### src/hdl/draw_without_replacement_shuffler_macros.svh
// assertion helpers for the shuffler rtl
`ifndef DRAW_WITHOUT_REPLACEMENT_SHUFFLER_MACROS_SVH
`define DRAW_WITHOUT_REPLACEMENT_SHUFFLER_MACROS_SVH

// checked at every rising clock edge outside reset
`define DWRS_ASSERT(label, prop, msg) \
  label: assert property (@(posedge clk) disable iff (rst) prop) else $error(msg);

// checked at every rising clock edge, reset included
`define DWRS_ASSERT_ALWAYS(label, prop, msg) \
  label: assert property (@(posedge clk) prop) else $error(msg);

`endif

### src/hdl/dwrs_pkg.sv
`timescale 1ns / 1ps

package dwrs_pkg;

  // field widths
  localparam int VALUE_W = 10;
  localparam int RAND_W  = 64;
  localparam int SIZE_W  = 11;

  // command codes
  localparam logic CMD_RESTART = 1'b0;
  localparam logic CMD_DRAW    = 1'b1;

  // reset value of the pool size register
  localparam logic [SIZE_W-1:0] POOL_SIZE_RST = SIZE_W'(1024);

  typedef struct packed {
    logic              command;
    logic [RAND_W-1:0] random_value;
  } in_item_t;

  typedef struct packed {
    logic [VALUE_W-1:0] drawn_value;
    logic               last_draw;
    logic               pool_empty;
  } out_item_t;

endpackage

### src/hdl/dwrs_mod.sv
`timescale 1ns / 1ps

module dwrs_mod #(
  parameter int DIV_W = 11
) (
  input  logic                        clk,
  input  logic                        rst,
  input  logic                        start,
  input  logic [dwrs_pkg::RAND_W-1:0] dividend,
  input  logic [DIV_W-1:0]            divisor,
  output logic                        done,
  output logic [DIV_W-1:0]            remainder
);

  import dwrs_pkg::*;

  localparam int CNT_W = $clog2(RAND_W);

  logic [RAND_W-1:0] shreg;
  logic [CNT_W-1:0]  cnt;
  logic              busy;
  logic [DIV_W:0]    trial;
  logic [DIV_W-1:0]  rem_next;

  // restoring step: bring in one dividend bit, subtract when it fits
  always_comb begin
    trial = {remainder, shreg[RAND_W-1]};
    if (trial >= {1'b0, divisor}) begin
      rem_next = DIV_W'(trial - {1'b0, divisor});
    end else begin
      rem_next = DIV_W'(trial);
    end
  end

  // one dividend bit per cycle, msb first
  always_ff @(posedge clk) begin
    if (rst) begin
      busy <= 1'b0;
      done <= 1'b0;
      cnt  <= '0;
    end else begin
      if (start) begin
        busy      <= 1'b1;
        done      <= 1'b0;
        cnt       <= '0;
        shreg     <= dividend;
        remainder <= '0;
      end else if (busy) begin
        shreg     <= {shreg[RAND_W-2:0], 1'b0};
        remainder <= rem_next;
        cnt       <= cnt + 1'b1;
        if (cnt == CNT_W'(RAND_W - 1)) begin
          busy <= 1'b0;
          done <= 1'b1;
        end else begin
          done <= 1'b0;
        end
      end else begin
        done <= 1'b0;
      end
    end
  end

endmodule

### config.mk
export PLATFORM = sky130hd
export DESIGN_NAME = dwrs_mod
export DESIGN_NICKNAME = d
export VERILOG_FILES = /design/src/hdl/draw_without_replacement_shuffler_macros.svh /design/src/hdl/dwrs_pkg.sv /design/src/hdl/dwrs_mod.sv
export SDC_FILE = /design/constraint.sdc
export NUM_CORES = 1
export LEC_CHECK = 0
export ABC_CLOCK_PERIOD_IN_PS = 6900
export CAP_MARGIN = 20
export CELL_PAD_IN_SITES_DETAIL_PLACEMENT = 2
export CELL_PAD_IN_SITES_GLOBAL_PLACEMENT = 2
export CORE_AREA = 2 2 101 103
export CTS_BUF_LIST = sky130_fd_sc_hd__clkbuf_16
export DETAILED_ROUTE_END_ITERATION = 8
export DIE_AREA = 0 0 103 105
export DONT_BUFFER_PORTS = 1
export PLACE_DENSITY = 0.76
export SYNTH_ARGS = -nofsm -noshare
export SYNTH_HDL_FRONTEND = slang
export SYNTH_SLANG_ARGS = --single-unit
### constraint.sdc
create_clock -name clk -period 6.9 [get_ports clk]
set_input_delay 2.07 -clock clk [delete_from_list [all_inputs] [get_ports clk]]
set_output_delay 2.07 -clock clk [all_outputs]
set_load 0.02 [all_outputs]
==> results of run 1 <==
[through the flow]
stage / power [mW] / worst slack (ns)
final: 1.239 / 2.943
after CTS: 1.260 / 2.942
after global routing: 1.295 / 2.761
after floorplan: 0.7487 / 0.5559
after global placement: 0.7655 / 2.716
after detailed placement: 0.7741 / 2.614
[area by class of cell]
| type | count | area [sq um] |
|---|---|---|
| Timing Repair Buffer | 1 | 7.507 |
| Multi-Input combinational cell | 184 | 1543 |
| Clock buffer | 9 | 225.2 |
| Fill cell | 980 | 5152 |
| Clock inverter | 7 | 72.57 |
| Sequential cell | 83 | 2412 |
| Tap cell | 133 | 166.4 |
| Inverter | 16 | 60.06 |
[Yosys cell counts (3+ instances only)]
library cell and instances:
o31a_1 3, edfxtp_1 75, nand2_1 10, nand4_1 5, nand3_1 4, clkbuf_1 11
dfxtp_1 8, a21oi_2 4, o21ai_0 6, a211oi_1 3, o21a_1 5, nor3_1 4
nor2_1 19, a21oi_1 11, xor2_1 4, ha_1 12, or3_1 4, mux2_2 63
inv_1 16
[flip-flops by register name, summed over array words and instances, names as in the netlist]
register and cells:
done 1, shreg 64, busy 1, remainder 11
cnt 6
[placed cells by master (no fill, tap or decap), drive strengths merged, types with 3 or more instances in the layout]
master	instances
ha	12
dfxtp	8
or3	4
xor2	4
a211oi	3
o21ai	7
nand2	10
edfxtp	75
nor3	5
nor2	19
mux2	63
nand3	4
clkbuf	9
o31a	3
o21a	5
a21oi	15
inv	19
nand4	5
[worst max path at each step]
| stage | endpoint | from |
|---|---|---|
| floorplan | remainder[0] | start |
| detailed placement | remainder[3] | divisor[0] |
| global placement | remainder[6] | divisor[0] |
| finish | remainder[6] | divisor[0] |
| global route | remainder[9] | divisor[0] |
| CTS | remainder[6] | divisor[0] |
[power by group through the flow]
stage               combinational [mW]  clock, mW  sequential, mW
global placement                 0.141          0           0.625
finish                           0.147      0.477           0.615
global route                     0.167      0.509           0.620
floorplan                        0.128          0           0.621
detailed placement               0.148          0           0.626
CTS                              0.150      0.494           0.616
[worst reg2reg max path, stage by stage (launching register included)]
cell and delay [ns]:
edfxtp_1 0.55, inv_1 0.11, fa_1 0.42, nand2b_1 0.21, a21oi_2 0.25, o21ai_1 0.12, a21o_1 0.32, or3b_1 0.43
a21oi_1 0.14
[routing by layer]
| metal | vias up | share of wire [%] |
|---|---|---|
| met5 | - | 0.16 |
| met4 | 2 | 1.4 |
| met3 | 12 | 6.5 |
| met2 | 60 | 51 |
| met1 | 1185 | 41 |
| li1 | 1105 | - |
[kinds of logic (layout without fill, tap and decap cells)]
family,Yosys count,count (layout),synth area share [%]
compound gates,41,41,7.026
mux,64,64,17.72
buf+inv,28,33,2.774
fa+ha+maj,13,13,4.191
flops,83,83,59.41
simple gates,61,61,7.797
xor+xnor,5,5,1.079
==> results.ini, run 1 <==
[status]
status=finished clean

[clock_tree]
htree_num_levels=3
cts_resized=0
cts_root_buf=clkbuf_16
cts_inserted_buffers=9
clockBufferDepth=2
post_cts_buffers=0
cts_tree=done
path_clk_slew_ns=0.06
worstSkewPairLatency_ns=0.33
clock-sinks=83
hold_buffers=0

[logic_synthesis]
synth_edf_count=75
synth-main-ff-cell=edfxtp_1
synth_top_area_share_pct=55.47
seq_area_frac_synth_pct=59.41
yosys_warnings=0
syn_avg_cell_area_sq_um=13.76
synth_cells=295
yosysTopAreaCell=edfxtp_1
syn_area_sq_um=4060
syn_nets=386
synth-seq-cells=83
async_flop_share_pct=0
synthDistinctLibCells=42
synth_area_leaders=edfxtp_1 55%, mux2_2 17%, dfxtp_1 3.9%, ha_1 3.7%, nor2_1 1.8%

[floorplanning]
dieArea_sq_um=10820
row_count=36
core_area_sq_um=9639
ios=90
fp.dieW_um=103
fp.dieH_um=105
start_util_pct=42.12

[setup_path]
ff2ff_path_depth=8
cp_slowest_cell=or3b_1
critPathArrivalTime_ns=4.14
path_depth=8
crit_type=input pin to register
reg2reg_slack_ns=4.20
cp-end-kind=register
crit_family=compound AO/OA/AOI/OAI gates
crit_chain=ha_1 -> fa_1 -> nand2b_1 -> a21oi_2 -> o21ai_1 -> a21o_1 -> or3b_1 -> a21oi_1
r2r_end=remainder[6]
cp-start-kind=input pin
rr_startpoint=remainder[0]
crit_buf_inv=0
cp.required_ns=7.08
cpPeakStageDelay_ns=0.43
worstPathMaxFanout=12

[global_route]
met1_usage_pct=19.97
grt_start_max_net_pins=81
grt_pass1_vias=2637
track_usage_pct=16.25
grt_overflow=0
use_met3_pct=6.020
grt_busiest_layer=met2
grt_use_met2_pct=26.02
grt_first_pass_wirelength_um=13440
grt_antenna_before_repair=1

[routing]
vias=2364
wl_per_cell_um=19.13
drtIter0Drc=72
ant_nets=0
detail_route.first_pass.iterations=4
viasPerCell=5.460
drt-total-wl_um=8284
drc_errors=0

[power]
p_int_mw=0.9432
p_leak_nw=1.573
p_comb_share_pct=11.9
clkPwrFrac_pct=38.5
powerDensity_nw_per_um2=276.1
swShare_pct=23.85
seqPwrFrac_pct=49.6
ir_worst_vdd_mv=0.1368
p_sw_mw=0.2955

[timing]
drv_slew=0
grt_setup_unrepaired=false
finalHoldViolCount=0
finalCriticalPeriod_ns=3.957
setup_viol=0
finalCritPeriodShare_pct=57.35
finalClockSkew_ns=0.005770
relSlewSlack_pct=50.46
final.setup.tns_ns=0
worst_slew_pin_slew_ns=0.7413
whs_ns=0.4972
max_freq_mhz=252.7

[worst_hold_path]
hold_start=cnt[5]
whs_endpoint=cnt[5]
hold_path.class=register to register
hold_path_depth=2

[placed_design]
place_inst=417
numPortBuffers=0
gp_congestion=0.7684
dpl-instance-area_sq_um=4189
dp_hpwl_um=5738

[final_layout]
diodes=0
final_cell_area_sq_um=4487
final_nets=386
areaGrowthSynthToFinish_pct=10.51
finalNonFillerCells=433
drive_gt1_share_pct=29.67
utilization_pct=46.55

[job]
maxCapViolCount=0

Note: power is estimated with default switching activity, not from simulation.
==> run 2, diff against run 1 <==
ABC_CLOCK_PERIOD_IN_PS = 4100   (was 6900)
clock period = 4.1 ns   (was 6.9 ns; I/O delays follow)
==> results.ini, run 2 (synthesized netlist as in run 1, its figures left out) <==
[status]
status=finished clean  ; unchanged

[final_layout]
areaGrowthSynthToFinish_pct=11.37  ; was 10.51%
drive_gt1_share_pct=30.00  ; was 29.67%
final_nets=386  ; unchanged
nFillCells=950  ; was 980
largest_register_ffs=64  ; unchanged
max_flop_register=shreg  ; unchanged
diodes=0  ; unchanged
final_cell_mix=75 x edfxtp_1, 63 x mux2_2, 18 x nor2_1  ; unchanged
reg.largest.list=shreg x64, remainder x11, cnt x6  ; unchanged
layout_commonest_cell=edfxtp_1  ; unchanged

[setup_path]
cp.required_ns=4.30  ; was 7.08 ns
cp-start-kind=input pin  ; unchanged
cp-end-kind=register  ; unchanged
cp_slowest_cell=or3b_1  ; unchanged
crit_family=compound AO/OA/AOI/OAI gates  ; unchanged
cpPeakStageDelay_ns=0.45  ; was 0.43 ns
worstPathMaxFanout=12  ; unchanged
crit_buf_inv=0  ; unchanged
critPathArrivalTime_ns=3.36  ; was 4.14 ns
crit_chain=ha_1 -> fa_1 -> nand2b_1 -> a21oi_2 -> o21ai_1 -> a21o_1 -> or3b_1 -> a21oi_1  ; unchanged
crit_type=input pin to register  ; unchanged

[clock_tree]
path_clk_slew_ns=0.07  ; was 0.06 ns
post_cts_buffers=0  ; unchanged
clock-sinks=83  ; unchanged
cts_inserted_buffers=9  ; unchanged
cts_root_buf=clkbuf_16  ; unchanged
htree_num_levels=3  ; unchanged
clockBufferDepth=2  ; unchanged
worstSkewPairLatency_ns=0.34  ; was 0.33 ns
cts_tree=done  ; unchanged
hold_buffers=0  ; unchanged
cts_resized=0  ; unchanged

[timing]
setup_viol=0  ; unchanged
whs_ns=0.4990  ; was 0.4972 ns
relSlewSlack_pct=34.14  ; was 50.46%
finalClockSkew_ns=0.009652  ; was 0.005770 ns
finalCritPeriodShare_pct=77.11
finalCriticalPeriod_ns=3.162
grt_setup_unrepaired=false  ; unchanged
drv_slew=0  ; unchanged
finalHoldViolCount=0  ; unchanged
final.setup.tns_ns=0  ; unchanged
worst_slew_pin_slew_ns=0.9879  ; was 0.7413 ns
max_freq_mhz=316.3
worst_slack_ns=0.9385  ; was 2.943 ns

[floorplanning]
fp.dieH_um=105  ; unchanged
start_util_pct=42.12  ; unchanged
fp.dieW_um=103  ; unchanged
row_count=36  ; unchanged
core_area_sq_um=9639  ; unchanged
dieArea_sq_um=10820  ; unchanged
ios=90  ; unchanged

[power]
powerDensity_nw_per_um2=482.9  ; was 276.1 nW/um^2
p_leak_nw=1.589  ; was 1.573 nW
ir_worst_vdd_mv=0.2927  ; was 0.1368 mV

[routing]
ant_nets=0  ; unchanged
drt-total-wl_um=8474  ; was 8284 um
detail_route.first_pass.iterations=3  ; was 4
wl_per_cell_um=19.57  ; was 19.13 um
viasPerCell=5.434  ; was 5.460
vias=2353  ; was 2,364
drc_errors=0  ; unchanged
drtIter0Drc=51  ; was 72

[placed_design]
numPortBuffers=0  ; unchanged
dp_slack_ns=0.5857  ; was 2.614 ns
gp_congestion=0.7740  ; was 0.7684
dp_hpwl_um=5777  ; was 5738 um

[global_route]
grt_antenna_before_repair=0  ; was 1
grt_first_pass_wirelength_um=13900  ; was 13,440 um
track_usage_pct=16.97  ; was 16.25%
grt_start_max_net_pins=81  ; unchanged
grt_pass1_vias=2659  ; was 2,637
grt_overflow=0  ; unchanged

[worst_hold_path]
hold_path.class=register to register  ; unchanged

[job]
maxCapViolCount=0  ; unchanged

-- run 2: metrics by stage --
step	utilization (%)	instance area (sq um)	power, mW	instances
after detailed placement	43.46	4189	1.305	417
after floorplan	-	4068	1.257	295
final	46.91	4522	2.184	433
after CTS	46.91	4522	2.214	433
after global placement	43.46	4189	1.289	417
after global routing	46.91	4522	2.275	433
-- run 2: power breakdown --
part	switching, mW	leakage (nW)	internal [mW]	total (mW)
sequential	0.0390	0.782	0.997	1.04
clock	0.354	0.160	0.546	0.900
combinational	0.132	0.646	0.116	0.248
-- run 2: path summary, 6_finish.rpt --
| path | from | endpoint | slack, ns | cells past startpoint |
|---|---|---|---|---|
| worst max-delay path | divisor[0] | remainder[6] | 0.94 | 8 |
| worst max register to register | remainder[0] | remainder[6] | 1.35 | 8 |
| worst min-delay path | cnt[5] | cnt[5] | 0.50 | 2 |
| worst min register to register | cnt[5] | cnt[5] | 0.50 | 2 |
-- run 2: final cells by class --
class                      instances  area, sq um  area share, %
sequential                        83         2412          53.35
timing repair buffer               1        7.507         0.1660
clock buffer                       9        225.2          4.981
inverter                          16        60.06          1.328
clock inverter                     7        107.6          2.380
multi-input combinational        184         1543          34.12
tap                              133        166.4          3.680
-- run 2: tightest hold or removal path: stages (launching register included) --
cell	delay, ns
dfxtp_1	0.32
o21ai_0	0.07
a21oi_1	0.06
-- run 2: per-layer routing --
metal  track usage, %  vias to the layer above  wire length [um]
met3            7.023                        7               581
li1                 -                     1114                 -
met1            20.93                     1173              3601
met5                0                        -                 0
met2            27.55                       59              4209
met4            4.041                        0                81
==> run 3, diff against run 2 <==
ABC_CLOCK_PERIOD_IN_PS = 2800   (was 4100)
CORE_AREA = 2 2 106 108   (was 2 2 101 103)
DIE_AREA = 0 0 108 110   (was 0 0 103 105)
PLACE_DENSITY = 0.72   (was 0.76)
clock period = 2.8 ns   (was 4.1 ns; I/O delays follow)
==> results.ini, run 3 (synthesized netlist as in run 1, its figures left out) <==
[final_layout]
reg.largest.list=shreg x64, remainder x11, cnt x6  ; unchanged
nFillCells=1049  ; was 950
utilization_pct=43.05  ; was 46.91%
max_flop_register=shreg  ; unchanged
layout_commonest_cell=edfxtp_1  ; unchanged
seq_area_sq_um=2412  ; unchanged
finalNonFillerCells=452  ; was 433
final_nets=398  ; was 386
areaGrowthSynthToFinish_pct=13.44  ; was 11.37%
diodes=0  ; unchanged
final_cell_area_sq_um=4606  ; was 4522 sq um
multi_input_area_sq_um=1550  ; was 1543 sq um
largest_register_ffs=64  ; unchanged
final_cell_mix=75 x edfxtp_1, 63 x mux2_2, 18 x nor2_1  ; unchanged
drive_gt1_share_pct=33.01  ; was 30.00%

[global_route]
grt_overflow=0  ; unchanged
use_met3_pct=5.232  ; was 7.023%
grt_pass1_vias=2666  ; was 2,659
grt_busiest_layer=met2  ; unchanged
met1_usage_pct=19.12  ; was 20.93%
grt_start_max_net_pins=81  ; unchanged
grt_antenna_before_repair=2  ; was 0
grt_first_pass_wirelength_um=13740  ; was 13,900 um
grt_use_met2_pct=25.29  ; was 27.55%
track_usage_pct=15.32  ; was 16.97%

[setup_path]
cp_slowest_cell=edfxtp_1  ; was or3b_1
critPathLaunch=remainder[0]  ; was divisor[0]
cp-start-kind=register  ; was input pin
worstPathMaxFanout=4  ; was 12
cpPeakStageDelay_ns=0.53  ; was 0.45 ns
critPathArrivalTime_ns=2.64  ; was 3.36 ns
crit_chain=ha_1 -> nor2b_1 -> o31a_1 -> or4_1 -> a21oi_2 -> a21oi_1 -> a311oi_1  ; was ha_1 -> fa_1 -> nand2b_1 -> a21oi_2 -> o21ai_1 -> a21o_1 -> or3b_1 -> a21oi_1
rr_startpoint=remainder[0]  ; unchanged
crit_type=register to register  ; was input pin to register
cp-end-kind=register  ; unchanged
cp.required_ns=2.95  ; was 4.30 ns

[timing]
finalCriticalPeriod_ns=2.491
max_freq_mhz=401.4
drv_slew=0  ; unchanged
whs_ns=0.5111  ; was 0.4990 ns
finalHoldViolCount=0  ; unchanged
finalClockSkew_ns=0.008260  ; was 0.009652 ns
grt_setup_unrepaired=false  ; unchanged
relSlewSlack_pct=76.97  ; was 34.14%
setup_viol=0  ; unchanged
final.setup.tns_ns=0  ; unchanged
finalCritPeriodShare_pct=88.97
worst_slew_pin_slew_ns=0.3418  ; was 0.9879 ns

[floorplanning]
ios=90  ; unchanged
core_area_sq_um=10700  ; was 9639 sq um
start_util_pct=37.95  ; was 42.12%
fp.dieW_um=108  ; was 103 um
row_count=38  ; was 36
dieArea_sq_um=11880  ; was 10,820 sq um
fp.dieH_um=110  ; was 105 um

[clock_tree]
post_cts_buffers=0  ; unchanged
cts_root_buf=clkbuf_16  ; unchanged
cts_tree=done  ; unchanged
worstSkewPairLatency_ns=0.33  ; was 0.34 ns
cts_resized=0  ; unchanged
hold_buffers=0  ; unchanged
clock-sinks=83  ; unchanged
cts_inserted_buffers=9  ; unchanged
clockBufferDepth=2  ; unchanged
htree_num_levels=3  ; unchanged
path_clk_slew_ns=0.07  ; about the same

[routing]
viasPerCell=5.285  ; was 5.434
detail_route.first_pass.iterations=4  ; was 3
ant_nets=0  ; unchanged
drtIter0Drc=114  ; was 51
drc_errors=0  ; unchanged
wl_per_cell_um=18.46  ; was 19.57 um
vias=2389  ; was 2,353
drt-total-wl_um=8343  ; was 8474 um

[power]
ir_worst_vdd_mv=0.2665  ; was 0.2927 mV
p_int_mw=2.291  ; was 1.659 mW
p_sw_mw=0.7910  ; was 0.5243 mW
powerDensity_nw_per_um2=669.2  ; was 482.9 nW/um^2
clkPwrFrac_pct=37.6  ; was 41.2%
p_leak_nw=1.633  ; was 1.589 nW
seqPwrFrac_pct=49.1  ; was 47.4%
swShare_pct=25.66  ; was 24.01%
p_comb_share_pct=13.2  ; was 11.4%

[worst_hold_path]
hold_start=cnt[5]  ; unchanged
hold_path.class=register to register  ; unchanged

[status]
status=finished clean  ; unchanged

[placed_design]
numPortBuffers=0  ; unchanged
dpl-instance-area_sq_um=4308  ; was 4189 sq um
place_inst=436  ; was 417
gp_congestion=0.7243  ; was 0.7740
dp_hpwl_um=5940  ; was 5777 um

[job]
maxCapViolCount=0  ; unchanged

-- run 3: final timing paths --
| check | slack (ns) | depth (start not counted) | to |
|---|---|---|---|
| hold / removal | 0.51 | 2 | done |
| setup reg to reg | 0.31 | 7 | remainder[9] |
| hold reg to reg | 0.51 | 2 | done |
| setup / recovery | 0.31 | 7 | remainder[9] |
-- run 3: cell type report --
| cell class | instances | area share (%) |
|---|---|---|
| Clock inverter | 7 | 1.576 |
| Tap cell | 140 | 3.803 |
| Inverter | 16 | 1.304 |
| Clock buffer | 9 | 4.890 |
| Sequential cell | 83 | 52.38 |
| Timing Repair Buffer | 13 | 2.391 |
| Multi-Input combinational cell | 184 | 33.66 |
-- run 3: power by group through the flow --
stage | sequential, mW | clock [mW] | combinational [mW]
2_1_floorplan | 1.53 | 0 | 0.320
3_3_place_gp | 1.54 | 0 | 0.397
3_5_place_dp | 1.54 | 0 | 0.414
4_1_cts | 1.52 | 1.21 | 0.416
5_1_grt | 1.53 | 1.24 | 0.458
6_report | 1.51 | 1.16 | 0.408
-- run 3: stage by stage --
step | total power [mW] | setup slack [ns]
final | 3.082 | 0.3089
after global routing | 3.225 | 0.1452
after CTS | 3.141 | 0.2781
after detailed placement | 1.957 | -0.03110
after global placement | 1.936 | 0.02330
after floorplan | 1.846 | 0.01601
-- run 3: routing by layer --
| layer | wire [um] | vias up |
|---|---|---|
| met3 | 516 | 8 |
| met4 | 70 | 4 |
| li1 | - | 1138 |
| met2 | 4138 | 59 |
| met5 | 30 | - |
| met1 | 3587 | 1180 |
-- run 3: worst max-delay path, delay by kind of cell, from the launching register on --
kind | cells | cell delay [ns]
compound gates | 4 | 0.84
fa+ha+maj | 1 | 0.35
flops | 1 | 0.53
simple gates | 2 | 0.59
